### src/rtl/core/ctcg_pkg.sv
`default_nettype none
package ctcg_pkg;

	localparam int SCORE_W     = 16;
	localparam int SUM_W       = 26;
	localparam int CLASS_W     = 13;
	localparam int CLASS_CFG_W = 14;
	localparam int STEP_CFG_W  = 11;
	localparam int CFG_W       = 14;

	localparam logic [CLASS_CFG_W-1:0] CLASS_COUNT_RST = CLASS_CFG_W'(8192);
	localparam logic [STEP_CFG_W-1:0]  STEP_COUNT_RST  = STEP_CFG_W'(1024);

	localparam logic signed [SCORE_W-1:0] SCORE_MIN = {1'b1, {(SCORE_W-1){1'b0}}};
	localparam logic signed [SUM_W-1:0]   SUM_MAX   = {1'b0, {(SUM_W-1){1'b1}}};
	localparam logic signed [SUM_W-1:0]   SUM_MIN   = {1'b1, {(SUM_W-1){1'b0}}};

	typedef enum logic [0:0] {
		REG_CLASS_COUNT = 1'b0,
		REG_STEP_COUNT  = 1'b1
	} cfg_reg_t;

	// one finished time step, handed from the front to the back
	typedef struct packed {
		logic                      emit;
		logic                      seq_end;
		logic [CLASS_W-1:0]        label;
		logic signed [SCORE_W-1:0] score;
	} step_event_t;

endpackage
`default_nettype wire

### src/rtl/core/ctcg_front.sv
`default_nettype none
module ctcg_front #(
	parameter int MAX_CLASSES = 8192,
	parameter int MAX_STEPS   = 1024
) (
	input  wire logic                                clk,
	input  wire logic                                arst_n,
	input  wire logic [ctcg_pkg::CLASS_CFG_W-1:0]    class_count,
	input  wire logic [ctcg_pkg::STEP_CFG_W-1:0]     step_count,
	input  wire logic                                score_valid,
	input  wire logic signed [ctcg_pkg::SCORE_W-1:0] score,
	output logic                                     score_stall,
	output logic                                     ev_push,
	output ctcg_pkg::step_event_t                    ev,
	input  wire logic                                ev_full
);
	import ctcg_pkg::*;

	localparam int CCW = $clog2(MAX_CLASSES);
	localparam int ECW = $clog2(MAX_CLASSES + 1);
	localparam int SCW = (MAX_STEPS > 1) ? $clog2(MAX_STEPS) : 1;
	localparam int ESW = $clog2(MAX_STEPS + 1) + 1;

	logic signed [SCORE_W-1:0] best_score_q;
	logic [CCW-1:0]            best_idx_q;
	logic [CCW-1:0]            class_cnt_q;
	logic [SCW-1:0]            step_cnt_q;
	logic [CCW-1:0]            prev_q;
	logic                      prev_valid_q;

	logic [ECW-1:0]            eff_cls;
	logic [ESW-1:0]            eff_steps;
	logic                      accept;
	logic                      better;
	logic signed [SCORE_W-1:0] cur_score;
	logic [CCW-1:0]            cur_idx;
	logic                      step_end;
	logic                      seq_end;
	logic                      blank;
	logic [31:0]               idx_wide;

	always_comb begin
		if (class_count < CLASS_CFG_W'(2))
			eff_cls = ECW'(2);
		else if (32'(class_count) > 32'(MAX_CLASSES))
			eff_cls = ECW'(MAX_CLASSES);
		else
			eff_cls = ECW'(class_count);

		if (step_count == '0)
			eff_steps = ESW'(1);
		else if (32'(step_count) > 32'(MAX_STEPS))
			eff_steps = ESW'(MAX_STEPS);
		else
			eff_steps = ESW'(step_count);
	end

	assign score_stall = ev_full;
	assign accept      = score_valid && !ev_full;

	// strictly greater: the first maximum keeps the win
	assign better    = score > best_score_q;
	assign cur_score = better ? score : best_score_q;
	assign cur_idx   = better ? class_cnt_q : best_idx_q;

	assign step_end = !((ECW'(class_cnt_q) + ECW'(1)) < eff_cls);
	assign seq_end  = step_end && !((ESW'(step_cnt_q) + ESW'(1)) < eff_steps);
	assign blank    = ECW'(cur_idx) == (eff_cls - ECW'(1));
	assign idx_wide = 32'(cur_idx);

	assign ev_push     = accept && step_end;
	assign ev.emit     = !blank && !(prev_valid_q && (cur_idx == prev_q));
	assign ev.seq_end  = seq_end;
	assign ev.label    = idx_wide[CLASS_W-1:0];
	assign ev.score    = cur_score;

	always_ff @(posedge clk or negedge arst_n) begin
		if (!arst_n) begin
			best_score_q <= SCORE_MIN;
			best_idx_q   <= '0;
			class_cnt_q  <= '0;
			step_cnt_q   <= '0;
			prev_q       <= '0;
			prev_valid_q <= 1'b0;
		end else if (accept) begin
			if (step_end) begin
				best_score_q <= SCORE_MIN;
				best_idx_q   <= '0;
				class_cnt_q  <= '0;
				if (seq_end) begin
					step_cnt_q   <= '0;
					prev_q       <= '0;
					prev_valid_q <= 1'b0;
				end else begin
					step_cnt_q   <= step_cnt_q + SCW'(1);
					prev_q       <= cur_idx;
					prev_valid_q <= 1'b1;
				end
			end else begin
				best_score_q <= cur_score;
				best_idx_q   <= cur_idx;
				class_cnt_q  <= class_cnt_q + CCW'(1);
			end
		end
	end

endmodule
`default_nettype wire

### src/rtl/core/ctcg_fifo.sv
`default_nettype none
module ctcg_fifo (
	input  wire logic                  clk,
	input  wire logic                  arst_n,
	input  wire logic                  push,
	input  wire ctcg_pkg::step_event_t push_ev,
	output logic                       full,
	input  wire logic                  pop,
	output ctcg_pkg::step_event_t      pop_ev,
	output logic                       nonempty
);
	import ctcg_pkg::*;

	step_event_t mem_q [2];
	logic [1:0]  count_q;
	logic        wr_ptr_q;
	logic        rd_ptr_q;
	logic        do_push;
	logic        do_pop;

	assign full     = count_q == 2'd2;
	assign nonempty = count_q != 2'd0;
	assign do_push  = push && !full;
	assign do_pop   = pop && nonempty;
	assign pop_ev   = mem_q[rd_ptr_q];

	always_ff @(posedge clk) begin
		if (do_push)
			mem_q[wr_ptr_q] <= push_ev;
	end

	always_ff @(posedge clk or negedge arst_n) begin
		if (!arst_n) begin
			count_q  <= 2'd0;
			wr_ptr_q <= 1'b0;
			rd_ptr_q <= 1'b0;
		end else begin
			if (do_push)
				wr_ptr_q <= !wr_ptr_q;
			if (do_pop)
				rd_ptr_q <= !rd_ptr_q;
			unique case ({do_push, do_pop})
				2'b10:   count_q <= count_q + 2'd1;
				2'b01:   count_q <= count_q - 2'd1;
				default: count_q <= count_q;
			endcase
		end
	end

endmodule
`default_nettype wire

### src/rtl/core/ctcg_back.sv
`default_nettype none
module ctcg_back (
	input  wire logic                              clk,
	input  wire logic                              arst_n,
	input  wire ctcg_pkg::step_event_t             ev,
	input  wire logic                              ev_nonempty,
	output logic                                   ev_pop,
	output logic                                   result_valid,
	input  wire logic                              result_stall,
	output logic                                   kind,
	output logic [ctcg_pkg::CLASS_W-1:0]           class_index,
	output logic signed [ctcg_pkg::SUM_W-1:0]      seq_total,
	output logic                                   last
);
	import ctcg_pkg::*;

	logic                    result_valid_q;
	logic                    kind_q;
	logic [CLASS_W-1:0]      class_index_q;
	logic signed [SUM_W-1:0] seq_total_q;
	logic                    last_q;
	logic signed [SUM_W-1:0] running_sum_q;
	logic                    sum_pend_q;

	logic                    can_load;
	logic signed [SUM_W:0]   sum_wide;
	logic signed [SUM_W-1:0] sum_sat;

	assign can_load = !result_valid_q || !result_stall;
	assign ev_pop   = ev_nonempty && can_load && !sum_pend_q;

	always_comb begin
		sum_wide = {running_sum_q[SUM_W-1], running_sum_q}
			+ {{(SUM_W + 1 - SCORE_W){ev.score[SCORE_W-1]}}, ev.score};
		if (sum_wide[SUM_W] != sum_wide[SUM_W-1])
			sum_sat = sum_wide[SUM_W] ? SUM_MIN : SUM_MAX;
		else
			sum_sat = sum_wide[SUM_W-1:0];
	end

	always_ff @(posedge clk or negedge arst_n) begin
		if (!arst_n) begin
			result_valid_q <= 1'b0;
			kind_q         <= 1'b0;
			class_index_q  <= '0;
			seq_total_q    <= '0;
			last_q         <= 1'b0;
			running_sum_q  <= '0;
			sum_pend_q     <= 1'b0;
		end else if (can_load) begin
			// drop the taken word unless a new one loads below
			result_valid_q <= 1'b0;
			if (sum_pend_q) begin
				result_valid_q <= 1'b1;
				kind_q         <= 1'b1;
				class_index_q  <= '0;
				seq_total_q    <= running_sum_q;
				last_q         <= 1'b1;
				running_sum_q  <= '0;
				sum_pend_q     <= 1'b0;
			end else if (ev_pop) begin
				if (ev.emit) begin
					result_valid_q <= 1'b1;
					kind_q         <= 1'b0;
					class_index_q  <= ev.label;
					seq_total_q    <= '0;
					last_q         <= 1'b0;
					running_sum_q  <= sum_sat;
					sum_pend_q     <= ev.seq_end;
				end else if (ev.seq_end) begin
					result_valid_q <= 1'b1;
					kind_q         <= 1'b1;
					class_index_q  <= '0;
					seq_total_q    <= sum_sat;
					last_q         <= 1'b1;
					running_sum_q  <= '0;
				end else begin
					running_sum_q  <= sum_sat;
				end
			end
		end
	end

	assign result_valid = result_valid_q;
	assign kind         = kind_q;
	assign class_index  = class_index_q;
	assign seq_total    = seq_total_q;
	assign last         = last_q;

endmodule
`default_nettype wire

### src/rtl/core/ctc_greedy_decoder.sv
// A label word passes the step queue and the back end's output register once the
// last score of its step is accepted; the sequence sum word follows it via the
// pending-sum flag (or comes alone). One score per cycle while score_stall is low;
// the back end issues one word per cycle unless stalled, so a two-entry step queue
// covers a label plus sum at the end of a sequence. Reset: config returns to 8192
// classes and 1024 steps, all decode state clears, and no word is presented.
`default_nettype none
module ctc_greedy_decoder #(
	parameter int MAX_CLASSES = 8192,
	parameter int MAX_STEPS   = 1024
) (
	input  wire logic                                clk,
	input  wire logic                                arst_n,
	input  wire logic                                cfg_write_en,
	input  wire logic [0:0]                          cfg_index,
	input  wire logic [ctcg_pkg::CFG_W-1:0]          cfg_data,
	input  wire logic                                score_valid,
	output logic                                     score_stall,
	input  wire logic signed [ctcg_pkg::SCORE_W-1:0] score,
	output logic                                     result_valid,
	input  wire logic                                result_stall,
	output logic                                     kind,
	output logic [ctcg_pkg::CLASS_W-1:0]             class_index,
	output logic signed [ctcg_pkg::SUM_W-1:0]        seq_total,
	output logic                                     last
);
	import ctcg_pkg::*;

	logic [CLASS_CFG_W-1:0] class_count_q;
	logic [STEP_CFG_W-1:0]  step_count_q;

	logic        push;
	step_event_t push_ev;
	logic        full;
	logic        pop;
	step_event_t pop_ev;
	logic        nonempty;

	always_ff @(posedge clk or negedge arst_n) begin
		if (!arst_n) begin
			class_count_q <= CLASS_COUNT_RST;
			step_count_q  <= STEP_COUNT_RST;
		end else if (cfg_write_en) begin
			unique case (cfg_reg_t'(cfg_index))
				REG_CLASS_COUNT: class_count_q <= cfg_data[CLASS_CFG_W-1:0];
				REG_STEP_COUNT:  step_count_q  <= cfg_data[STEP_CFG_W-1:0];
				default:         class_count_q <= class_count_q;
			endcase
		end
	end

	ctcg_front #(
		.MAX_CLASSES(MAX_CLASSES),
		.MAX_STEPS  (MAX_STEPS)
	) u_front (
		.clk        (clk),
		.arst_n     (arst_n),
		.class_count(class_count_q),
		.step_count (step_count_q),
		.score_valid(score_valid),
		.score      (score),
		.score_stall(score_stall),
		.ev_push    (push),
		.ev         (push_ev),
		.ev_full    (full)
	);

	ctcg_fifo u_fifo (
		.clk     (clk),
		.arst_n  (arst_n),
		.push    (push),
		.push_ev (push_ev),
		.full    (full),
		.pop     (pop),
		.pop_ev  (pop_ev),
		.nonempty(nonempty)
	);

	ctcg_back u_back (
		.clk         (clk),
		.arst_n      (arst_n),
		.ev          (pop_ev),
		.ev_nonempty (nonempty),
		.ev_pop      (pop),
		.result_valid(result_valid),
		.result_stall(result_stall),
		.kind        (kind),
		.class_index (class_index),
		.seq_total   (seq_total),
		.last        (last)
	);

endmodule
`default_nettype wire

### config.mk
export PLATFORM = sky130hd
export DESIGN_NAME = ctc_greedy_decoder
export DESIGN_NICKNAME = d
export VERILOG_FILES = /design/src/rtl/core/ctcg_pkg.sv /design/src/rtl/core/ctcg_front.sv /design/src/rtl/core/ctcg_fifo.sv /design/src/rtl/core/ctcg_back.sv /design/src/rtl/core/ctc_greedy_decoder.sv
export SDC_FILE = /design/constraint.sdc
export NUM_CORES = 1
export LEC_CHECK = 0
export BUFFER_PORTS_ARGS = -buffer_cell sky130_fd_sc_hd__buf_2
export CAP_MARGIN = 20
export CORE_MARGIN = 2
export CORE_UTILIZATION = 57
export DETAILED_ROUTE_END_ITERATION = 7
export MAX_ROUTING_LAYER = met4
export PLACE_DENSITY = 0.83
export SYNTH_ARGS = -nofsm -noshare
export SYNTH_HDL_FRONTEND = slang
export SYNTH_HIERARCHICAL = 1
export SYNTH_SLANG_ARGS = --single-unit
### constraint.sdc
create_clock -name clk -period 5.45 [get_ports clk]
set_clock_uncertainty 0.05 [all_clocks]
set_input_delay 0.8175 -clock clk [delete_from_list [all_inputs] [get_ports clk]]
set_output_delay 0.8175 -clock clk [all_outputs]
set_load 0.03 [all_outputs]
Word level (Yosys, flattened, before mapping)
Memories as Yosys holds them, arrays and structs flattened.
Index checks and enable logic that the tools add are counted.
{"block": "totals", "ram_bits": 62, "in_bits": 36, "regBits": 163, "memories": 1, "out_inout_bits": 43}
{"block": "classes", "mux": 40, "magnitude_cmp": 6, "n_eq_ne": 6, "bitwise": 2, "n_reduce_logical": 30, "addsub": 8}
{"memory": "u_fifo.mem_q", "depth": 2, "word_bits": 31, "rd": 1, "rd_clocked_by_memory_dff": 0, "write_ports": 1, "line_no": "ctcg_fifo.sv:14", "text": "step_event_t mem_q [2];"}
{"operator": "$mux W26", "n": 10}
{"operator": "$mux W13", "n": 8}
{"operator": "$mux W16", "n": 2}
{"operator": "$mux W14", "n": 2}
{"operator": "$add A26 B16 Y27", "n": 1}
{"operator": "$gt A16 B16 Y1", "n": 1}
{"operator": "$add A13 B1 Y14 const B", "n": 1}
{"operator": "$eq A13 B14 Y1", "n": 1}
{"operator": "$gt A14 B14 Y1 const B", "n": 1}
{"operator": "$lt A14 B14 Y1", "n": 1}
{"operator": "$lt A14 B2 Y1 const B", "n": 1}
{"operator": "$mux W1", "n": 14}
{"operator": "$sub A14 B1 Y14 const B", "n": 1}
{"operator": "$add A13 B1 Y13 const B", "n": 1}
{"operator": "$eq A13 B13 Y1", "n": 1}
{"operator": "$lt A12 B12 Y1", "n": 1}
{"operator": "$mux W12", "n": 1}
{"operator": "$add A10 B1 Y11 const B", "n": 1}
{"operator": "$gt A11 B11 Y1 const B", "n": 1}
{"operator": "$logic_not A11 Y1", "n": 1}
{"operator": "$mux W11", "n": 1}
{"operator": "$add A10 B1 Y10 const B", "n": 1}
{"operator": "$logic_not A1 Y1", "n": 10}
{"operator": "$mux W10", "n": 1}
{"operator": "13 further kinds", "n": 28}

Logic depth before layout (Yosys ltp)
Gate-level depths: netlist (run 1).
{"block": "depth", "depth_word": 9, "depth_mapped": 21, "depth_no_buf": 19}

Cells and area by module
The synthesis (run 1) kept the hierarchy.
{"mod": "ctcg_front", "area_per_inst_um2": 5367.6, "cells_per_inst": 616, "seq_area_each_um2": 1652.8, "n_inst": 1}
{"mod": "ctcg_back", "area_per_inst_um2": 4494.3, "cells_per_inst": 528, "seq_area_each_um2": 1701.6, "n_inst": 1}
{"mod": "ctcg_fifo", "area_per_inst_um2": 2456.1, "cells_per_inst": 115, "seq_area_each_um2": 1961.9, "n_inst": 1}
{"mod": "ctc_greedy_decoder", "area_per_inst_um2": 1007.2, "cells_per_inst": 55, "seq_area_each_um2": 628.1, "n_inst": 1}

Worst setup path after synthesis (run 1)
No wires, ideal clock.
{"block": "synth_timing", "path_type": "register to register", "startpoint": "register class_count_q[7]", "endpoint": "memory u_fifo/mem_q[0][0] in the netlist's numbering (enable)", "t_required_ns": 4.981, "period_less_slack_ns": 4.868, "path_slack_ns": 0.582, "path_stages_with_launch": 17, "path_buffers": 1, "setup_time_ns": 0.419, "t_arrival_ns": 4.399, "path_cell_list": "dfrtp_1 -> nor3_1 -> nand4_1 -> o31ai_2 -> nand2_1 -> ha_1 -> a21o_1 -> a21o_1 -> a21o_1 -> a211o_1 -> a41oi_1 -> o21bai_2 -> nand2_2 -> clkbuf_1 -> inv_1 -> nand2_1 -> nor2_1"}
{"block": "synth_between", "elab_chain_cells": 9}
{"element": "start, declared", "line_no": "ctc_greedy_decoder.sv:29", "text": "logic [CLASS_CFG_W-1:0] class_count_q;"}
{"element": "start signal, assigned", "line_no": "ctc_greedy_decoder.sv:45", "text": "REG_CLASS_COUNT: class_count_q <= cfg_data[CLASS_CFG_W-1:0];"}
{"element": "start signal, assigned", "line_no": "ctc_greedy_decoder.sv:47", "text": "default: class_count_q <= class_count_q;"}
{"element": "$gt A14 B14 Y1", "line_no": "ctcg_front.sv:45", "text": "else if (32'(class_count) > 32'(MAX_CLASSES))"}
{"element": "$mux W14", "line_no": "ctcg_front.sv:45"}
{"element": "$mux W14 *", "line_no": "ctcg_front.sv:43", "text": "if (class_count < CLASS_CFG_W'(2))"}
{"element": "$lt A14 B14 Y1 *", "line_no": "ctcg_front.sv:66", "text": "assign step_end = !((ECW'(class_cnt_q) + ECW'(1)) < eff_cls);"}
{"element": "$logic_not A1 Y1 *", "line_no": "ctcg_front.sv:66"}
{"element": "$logic_and A1 B1 Y1 *", "line_no": "ctcg_front.sv:71", "text": "assign ev_push = accept && step_end;"}
{"element": "named net push", "line_no": "ctc_greedy_decoder.sv:32", "text": "logic push;"}
{"element": "$logic_and A1 B1 Y1 *", "line_no": "ctcg_fifo.sv:23", "text": "assign do_push = push && !full;"}
{"element": "$mux W1 *", "line_no": "ctcg_fifo.sv:28", "text": "if (do_push)"}
{"element": "$mux W1 (not written as such) *", "line_no": "ctcg_fifo.sv:29", "text": "mem_q[wr_ptr_q] <= push_ev;"}
{"element": "end, declared", "line_no": "ctcg_fifo.sv:14"}
The timed path passes the listed nets; every way through them passes the cells marked *.

==> metrics.md, run 1 <==
| Metric | Value |
|---|---|
| Outcome | `completed` |
| Wire per inst | `18.2 um` |
| Worst-margin pin slew | `1.12 ns` |
| Vias | `10,112` |
| Initial DRC count | `675` |
| Average size of a mapped cell | `10.1 um^2` |
| Final min period | `4.38 ns` |
| Hold Vio Cnt, Final | `0` |
| # rows | `55` |
| Clk network pwr share | `0.186` |
| Boundary pin count | `79` |
| Hold crit path type | `input port to asynchronous set/reset pin` |
| Post-CTS Resized | `0` |
| Initial Util | `0.585` |
| Die Ht | `157 um` |
| Root Driver | `clkbuf_16` |
| CP startpoint | `u_fifo/rd_ptr_q` |
| CTS tree | `built` |
| Reg2reg end | `u_back/seq_total[23]` |
| FMAX | `228 MHz` |
| Post-CTS setup buffers | `0` |
| TritonCTS buffer count | `24` |
| CTS Hold Buffers Added | `0` |
| Crit Path Class | `register to register` |
| RR Startpoint | `u_fifo/rd_ptr_q` |
| Main area contributors after synthesis | `dfrtp_1 (30%), edfxtp_1 (14%), ha_1 (6.5%)` |
| Max Transition Viols Final | `0` |
| Synthesized area | `13,300 um^2` |
| Routed WL | `30,900 um` |
| Final Cycle Share | `0.804` |
| Critical-path top delay cell | `a311o_1` |
| Area leader, netlist | `dfrtp_1` |
| First-pass GRT wire length | `50,400 um` |
| CP most frequent cell | `buf_4` |
| Worst r2r path cells | `15` |
| Dpl ws | `0.983 ns` |
| Leakage | `6.73 nW` |
| EDFF count, synth | `62` |
| Critical Path RT | `5.87 ns` |
| Total track usage | `0.262` |
| Top cell type's share of synthesized area | `0.300` |
| Post-synth top cells | `nand2_1 (161), dfrtp_1 (160), nor2_1 (82), mux2_2 (74), ha_1 (69)` |
| Overflow after GRT | `0` |
| CORE AREA | `22,800 um^2` |
| Flops & latches, synth | `225` |
| Net Sw Frac | `0.445` |
| RD Place Congestion | `0.970` |
| Final WS setup | `1.07 ns` |
| Top FF cell, synth | `dfrtp_1` |
| Rel. slew slack | `0.256` |
| Clk sinks | `225` |
| Synthesized instance count | `1,314` |
| Crit path cell chain | `buf_4, mux2_2, ha_1, inv_1, fa_1, and2b_1, o2111ai_1, a311o_1, a2111oi_4, nor3_2, o221ai_2, and3_1, buf_4, o21ai_0, a21oi_1` |
| Clk slew on worst S/H paths | `0.06 ns` |
| Int Pwr | `4.89 mW` |
| Ys Warns | `6` |
| Largest net degree at the start of global routing | `62` |
| Total power | `8.80 mW` |
| Detailed Place HPWL | `22,200 um` |
| TNS Setup | `0 ns` |
| CP max stage delay | `0.44 ns` |
| Post-route ant nets | `0` |
| Setup crit start kind | `register` |
| Register area share after synthesis | `0.446` |
| Logic pwr share | `0.521` |
| Vias per cell | `5.96` |
| Deepest clock path buffer count | `3` |
| Post-synth ARST share | `0.724` |
| Syn-to-layout area delta | `10.3%` |
| Sequential power share | `0.293` |
| Htree depth | `1` |
| Clock Latency Late Sink | `0.54 ns` |
| RSZ-0062 raised after global routing | `false` |
| Synthesized Nets | `1,420` |
| Port bufs | `78` |
| Initial antenna violation count | `0` |
| Die span in x | `157 um` |
| Number of distinct library cells after synthesis | `96` |
| Post-route DRC | `0` |
| Smallest hold slack | `0.176 ns` |
| Worst vdd ir | `0.000310 V` |
| PwrDens | `598 nW/um^2` |
| CP Capture Type | `register` |
| # setup viols final | `0` |
| Vias in the first global route | `10,050` |
| Utilization after layout | `0.645` |
| Flop2flop setup slack | `1.07 ns` |
| Die footprint | `24,600 um^2` |
| DR pass1 iterations | `6` |
| Max-cap viol count | `0` |
| Most frequent cell after synthesis | `nand2_1` |
| Net switching component of the power | `3.91 mW` |
| Final #Nets | `1,472` |
| CP max FO | `32` |
| Ratio of cells with drive above 1 in the final layout | `0.208` |
| CP arrival | `4.80 ns` |
| Worst Setup EP | `u_back/seq_total[23]` |
-- sequential cells by signal (all words and copies together) (netlist names), 2 cells and up --
signal	count
u_fifo/mem_q	62
u_back/running_sum_q	26
u_back/seq_total	26
u_front/best_score_q	16
class_count_q	14
u_back/class_index	13
u_front/best_idx_q	13
u_front/class_cnt_q	13
u_front/prev_q	13
step_count_q	11
u_front/step_cnt_q	10
u_fifo/count_q	2
-- cell type report --
cell class	count	area, um^2
fill	1755	8080
sequential	225	5940
tap	313	392
multi-input combinational	966	6830
antenna	1	2.50
inverter	55	206
clock buffer	32	702
timing repair buffer	94	517
clock inverter	12	110
-- worst min-delay path by stage --
| stage | depth (start not counted) | slack (ns) | from | to |
|---|---|---|---|---|
| 6_report | 1 | 0.18 | arst_n | u_back/seq_total[6] |
| 4_1_cts | 1 | 0.19 | arst_n | u_back/seq_total[6] |
| 3_5_place_dp | 2 | 0.41 | u_back/class_index[9] | u_back/class_index[9] |
| 5_1_grt | 1 | 0.22 | arst_n | u_back/seq_total[5] |
| 3_3_place_gp | 2 | 0.40 | u_back/class_index[9] | u_back/class_index[9] |
| 2_1_floorplan | 2 | 0.39 | u_front/best_idx_q[3] | u_front/best_idx_q[3] |
-- worst max-delay path: cells and delay by family (launching register included) --
family	cells	cell delay, ns
AO/OA/AOI/OAI	6	1.55
AND/OR/NAND/NOR	3	0.82
buffers and inverters	3	0.75
adder cells (fa/ha/maj)	2	0.55
flip-flops	1	0.32
multiplexers	1	0.25
-- kinds of logic (layout without fill, tap and decap cells) --
family	count (synthesis)	in the layout	synth area share
AO/OA/AOI/OAI	319	319	0.166
buffers and inverters	123	193	0.0433
adder cells (fa/ha/maj)	70	70	0.0663
XOR/XNOR	68	68	0.0447
AND/OR/NAND/NOR	413	413	0.150
other	0	1	0
multiplexers	96	96	0.0839
flip-flops	225	225	0.446
-- power groups by stage --
stage	Combinational (mW)	Clock (mW)	Sequential, mW
floorplan	3.34	0	2.73
global placement	4.39	0	2.57
detailed placement	4.52	0	2.59
CTS	4.55	1.66	2.57
global route	5.03	1.72	2.62
finish	4.58	1.63	2.58
-- cells in the final DEF, fill, tap and decap left out, types with 5 or more instances in the layout --
cell type and instances:
mux2_4 12, nand4_1 14, a31oi_1 7, a21bo_2 8, xor2_1 32, nor2_1 81
a21oi_2 15, buf_4 16, clkbuf_16 25, nor2b_1 14, and3_1 22, nor4_1 9
nand2_1 161, mux2i_1 8, and2_1 9, mux2_2 74, a22o_1 10, buf_2 77
o21ai_2 10, o22ai_1 15, xnor2_1 36, dfrtp_1 160, nand2b_1 9, o21ai_0 67
clkbuf_8 5, nand4b_1 9, nand3_1 48, nor3_1 9, edfxtp_1 62, o31ai_1 15
o21a_1 8, o21ai_1 17, inv_1 55, a211o_1 5, a21oi_1 67, a21o_1 20
ha_1 69
-- layer usage --
layer,track usage,part of all wire,vias to the layer above
met5,-,0,-
met3,0.0347,0.050,91
met4,0.0996,0.039,0
met1,0.323,0.42,4853
li1,-,-,4844
met2,0.441,0.49,324
-- per-stage QoR --
stage          instance area (um^2)  instances
5_1_grt                       14700       1697
4_1_cts                       14700       1697
6_report                      14700       1698
3_3_place_gp                  13900       1653
3_5_place_dp                  13900       1653
2_1_floorplan                 13300       1314
No activity file was read; power rests on OpenSTA's default activity.
==> run 2, diff against run 1 <==
--- a/config.mk
+++ b/config.mk
@@ -8,10 +8,10 @@
 export BUFFER_PORTS_ARGS = -buffer_cell sky130_fd_sc_hd__buf_2
 export CAP_MARGIN = 20
 export CORE_MARGIN = 2
-export CORE_UTILIZATION = 57
+export CORE_UTILIZATION = 56
 export DETAILED_ROUTE_END_ITERATION = 7
 export MAX_ROUTING_LAYER = met4
-export PLACE_DENSITY = 0.83
+export PLACE_DENSITY = 0.85
 export SYNTH_ARGS = -nofsm -noshare
 export SYNTH_HDL_FRONTEND = slang
 export SYNTH_HIERARCHICAL = 1
==> constraint.sdc (replaced) <==
create_clock -name clk -period 3.56 [get_ports clk]
set_clock_uncertainty 0.05 [all_clocks]
set_input_delay 0.534 -clock clk [delete_from_list [all_inputs] [get_ports clk]]
set_output_delay 0.534 -clock clk [all_outputs]
set_load 0.03 [all_outputs]
==> run 2 against run 1 <==
Compared with the run above:
- the run now ends with negative setup slack left
- count of clock-buffer cells in the layout decreased by 4
- core utilization rose by 7.0 points
- sequential power grew 53%
- global-route usage is 2.2 points higher
- critical path type unchanged
- critical endpoint is now u_back/running_sum_q[0]
- largest power group unchanged
- highest routed layer unchanged
==> metrics.md, run 2 (synthesis gave the netlist of run 1 again) <==
| Metric | Value |
|---|---|
| Outcome | `finished, violations left` |
| Violations in the final reports | `negative setup slack` |
| Final min period | `3.67 ns (-0.707 ns)` |
| Max Transition Viols Final | `0 (unchanged)` |
| Clk sinks | `225 (unchanged)` |
| Clock Latency Late Sink | `0.53 ns (about the same)` |
| # setup viols final | `39 (+39)` |
| Initial Util | `0.569 (-0.0156)` |
| Worst Setup EP | `u_back/running_sum_q[0]` |
| Post-route ant nets | `0 (unchanged)` |
| DR pass1 iterations | `7 (+1)` |
| Most frequent cells in the layout | `dfrtp_1 (159), nand2_1 (156), buf_4 (136)` |
| CORE AREA | `23,400 um^2 (+2.7%)` |
| Initial DRC count | `1,139 (+69%)` |
| Vias per cell | `6.13 (+2.9%)` |
| Post-DP Area | `14,900 um^2 (+7.6%)` |
| RR Startpoint | `u_fifo/rd_ptr_q` |
| Htree depth | `1 (unchanged)` |
| TNS Setup | `-1.41 ns (-1.41 ns)` |
| Vias in the first global route | `10,996 (+9.4%)` |
| RD Place Congestion | `0.934 (-3.7%)` |
| First-pass GRT wire length | `55,300 um (+9.6%)` |
| CP arrival | `4.06 ns (-0.74 ns)` |
| Total track usage | `0.284 (+0.0222)` |
| Worst r2r path cells | `14 (-1)` |
| Critical Path RT | `3.95 ns (-1.92 ns)` |
| Deepest clock path buffer count | `3 (unchanged)` |
| Worst-margin pin slew | `0.769 ns (-0.346 ns)` |
| Smallest hold slack | `0.197 ns (+0.0218 ns)` |
| Post-route DRC | `0 (unchanged)` |
| Port bufs | `78 (unchanged)` |
| Die span in x | `158 um (+0.87%)` |
| Die footprint | `25,000 um^2 (+1.7%)` |
| Ratio of cells with drive above 1 in the final layout | `0.340 (+0.132)` |
| Boundary pin count | `79 (unchanged)` |
| Wire per inst | `19.9 um (+9.5%)` |
| FMAX | `272 MHz (+19%)` |
| Hold Vio Cnt, Final | `0 (unchanged)` |
| CTS tree | `built` |
| Design area | `16,700 um^2 (+14%)` |
| Leakage | `7.60 nW (+13%)` |
| Overflow after GRT | `0 (unchanged)` |
| Rel. slew slack | `0.487 (+0.231)` |
| Die Ht | `158 um (+0.87%)` |
| Final Cycle Share | `1.03 (+0.228)` |
| Initial antenna violation count | `2 (+2)` |
| Crit Path Class | `register to register` |
| Max-cap viol count | `0 (unchanged)` |
| PwrDens | `964 nW/um^2 (+61%)` |
| Root Driver | `clkbuf_16` |
| Reg2reg end | `u_back/running_sum_q[0]` |
| Final WS setup | `-0.113 ns (-1.18 ns)` |
| Largest reg by FF count | `u_fifo/mem_q` |
| CP max FO | `5 (-84%)` |
| Number of flip-flops in the largest register | `62 (unchanged)` |
| CP Capture Type | `register` |
| Flop2flop setup slack | `-0.11 ns (-1.18 ns)` |
| Detailed Place HPWL | `24,300 um (+9.7%)` |
| RSZ-0062 raised after global routing | `true` |
| CP startpoint | `u_fifo/rd_ptr_q` |
| Routed WL | `36,800 um (+19%)` |
| Worst vdd ir | `0.000572 V (+85%)` |
| Setup crit start kind | `register` |
| Clk slew on worst S/H paths | `0.06 ns (about the same)` |
| Commonest non-fill, non-tap cell in the layout | `dfrtp_1` |
| # rows | `56 (+1.8%)` |
| Final #Nets | `1,617 (+9.9%)` |
| Syn-to-layout area delta | `25.7%` |
| Vias | `11,332 (+12%)` |
| TritonCTS buffer count | `24 (unchanged)` |
| Hold crit path type | `input port to register` |
| Largest net degree at the start of global routing | `76 (+23%)` |
run 2: cell count changes in the layout (fill, tap and decap cells not counted), moves of 9 or more:
cell / previous run / this run
o21ai_2: 10 / 19
buf_6: 1 / 10
o21ai_0: 67 / 50
ha_4: 0 / 22
mux2_2: 74 / 63
nor2_1: 81 / 72
a21oi_1: 67 / 55
ha_1: 69 / 44
buf_4: 16 / 136
buf_12: 0 / 11
mux2_4: 12 / 23
run 2: metrics by stage:
step | std cells | utilization | setup WS (ns) | power [mW]
finish | 1850 | 0.716 | -0.113 | 16.1
CTS | 1825 | 0.690 | -0.00140 | 15.1
floorplan | 1314 | - | -0.291 | 9.44
global route | 1850 | 0.716 | -0.280 | 17.0
global placement | 1768 | 0.638 | -0.0603 | 11.6
detailed placement | 1768 | 0.638 | -0.191 | 11.9
run 2: area by class of cell:
cell class / count / area, um^2
antenna: 2 / 5.00
clock buffer: 28 / 657
clock inverter: 16 / 133
fill: 1571 / 6650
inverter: 55 / 209
multi-input combinational: 967 / 7570
sequential: 225 / 5950
tap: 319 / 399
timing repair buffer: 238 / 1830
run 2: power breakdown:
| part | switching [mW] | internal, mW |
|---|---|---|
| logic | 5.43 | 4.24 |
| registers | 0.561 | 3.40 |
| clock network | 1.06 | 1.46 |
run 2: routing by layer:
layer  track usage  share of wire
met1         0.343           0.39
met2         0.500           0.51
met3        0.0346          0.064
met4        0.0892          0.036
met5             -              0
run 2: worst min-delay path by stage:
stage / to / cells after the start / from / slack [ns]
floorplan: class_count_q[0] / 0 / arst_n / 0.19
global placement: u_back/class_index[12] / 2 / u_back/class_index[12] / 0.40
detailed placement: u_back/class_index[12] / 2 / u_back/class_index[12] / 0.41
CTS: class_count_q[11] / 2 / cfg_data[11] / 0.19
global route: class_count_q[7] / 2 / cfg_data[7] / 0.21
finish: class_count_q[11] / 2 / cfg_data[11] / 0.20
run 2: timing repair:
item	4_1_cts	5_1_grt
pin swaps	16	47
setup endpoints to repair	98	158
hold buffers	1	0
endpoints found under the hold margin	13	0
buffers inserted	10	22
cloned	2	3
gates resized for setup	58	88
run 2: critical path, stage by stage, from the launching register on:
cell and delay, ns:
dfrtp_2 0.47, mux2_4 0.23, ha_4 0.13, inv_2 0.03, fa_2 0.33, and2b_1 0.24, o2111ai_2 0.15, a311o_1 0.44
a2111oi_4 0.40, nor3_4 0.13, o221ai_2 0.29, and2_1 0.20, buf_4 0.18, a21oi_1 0.11, o21ai_0 0.19
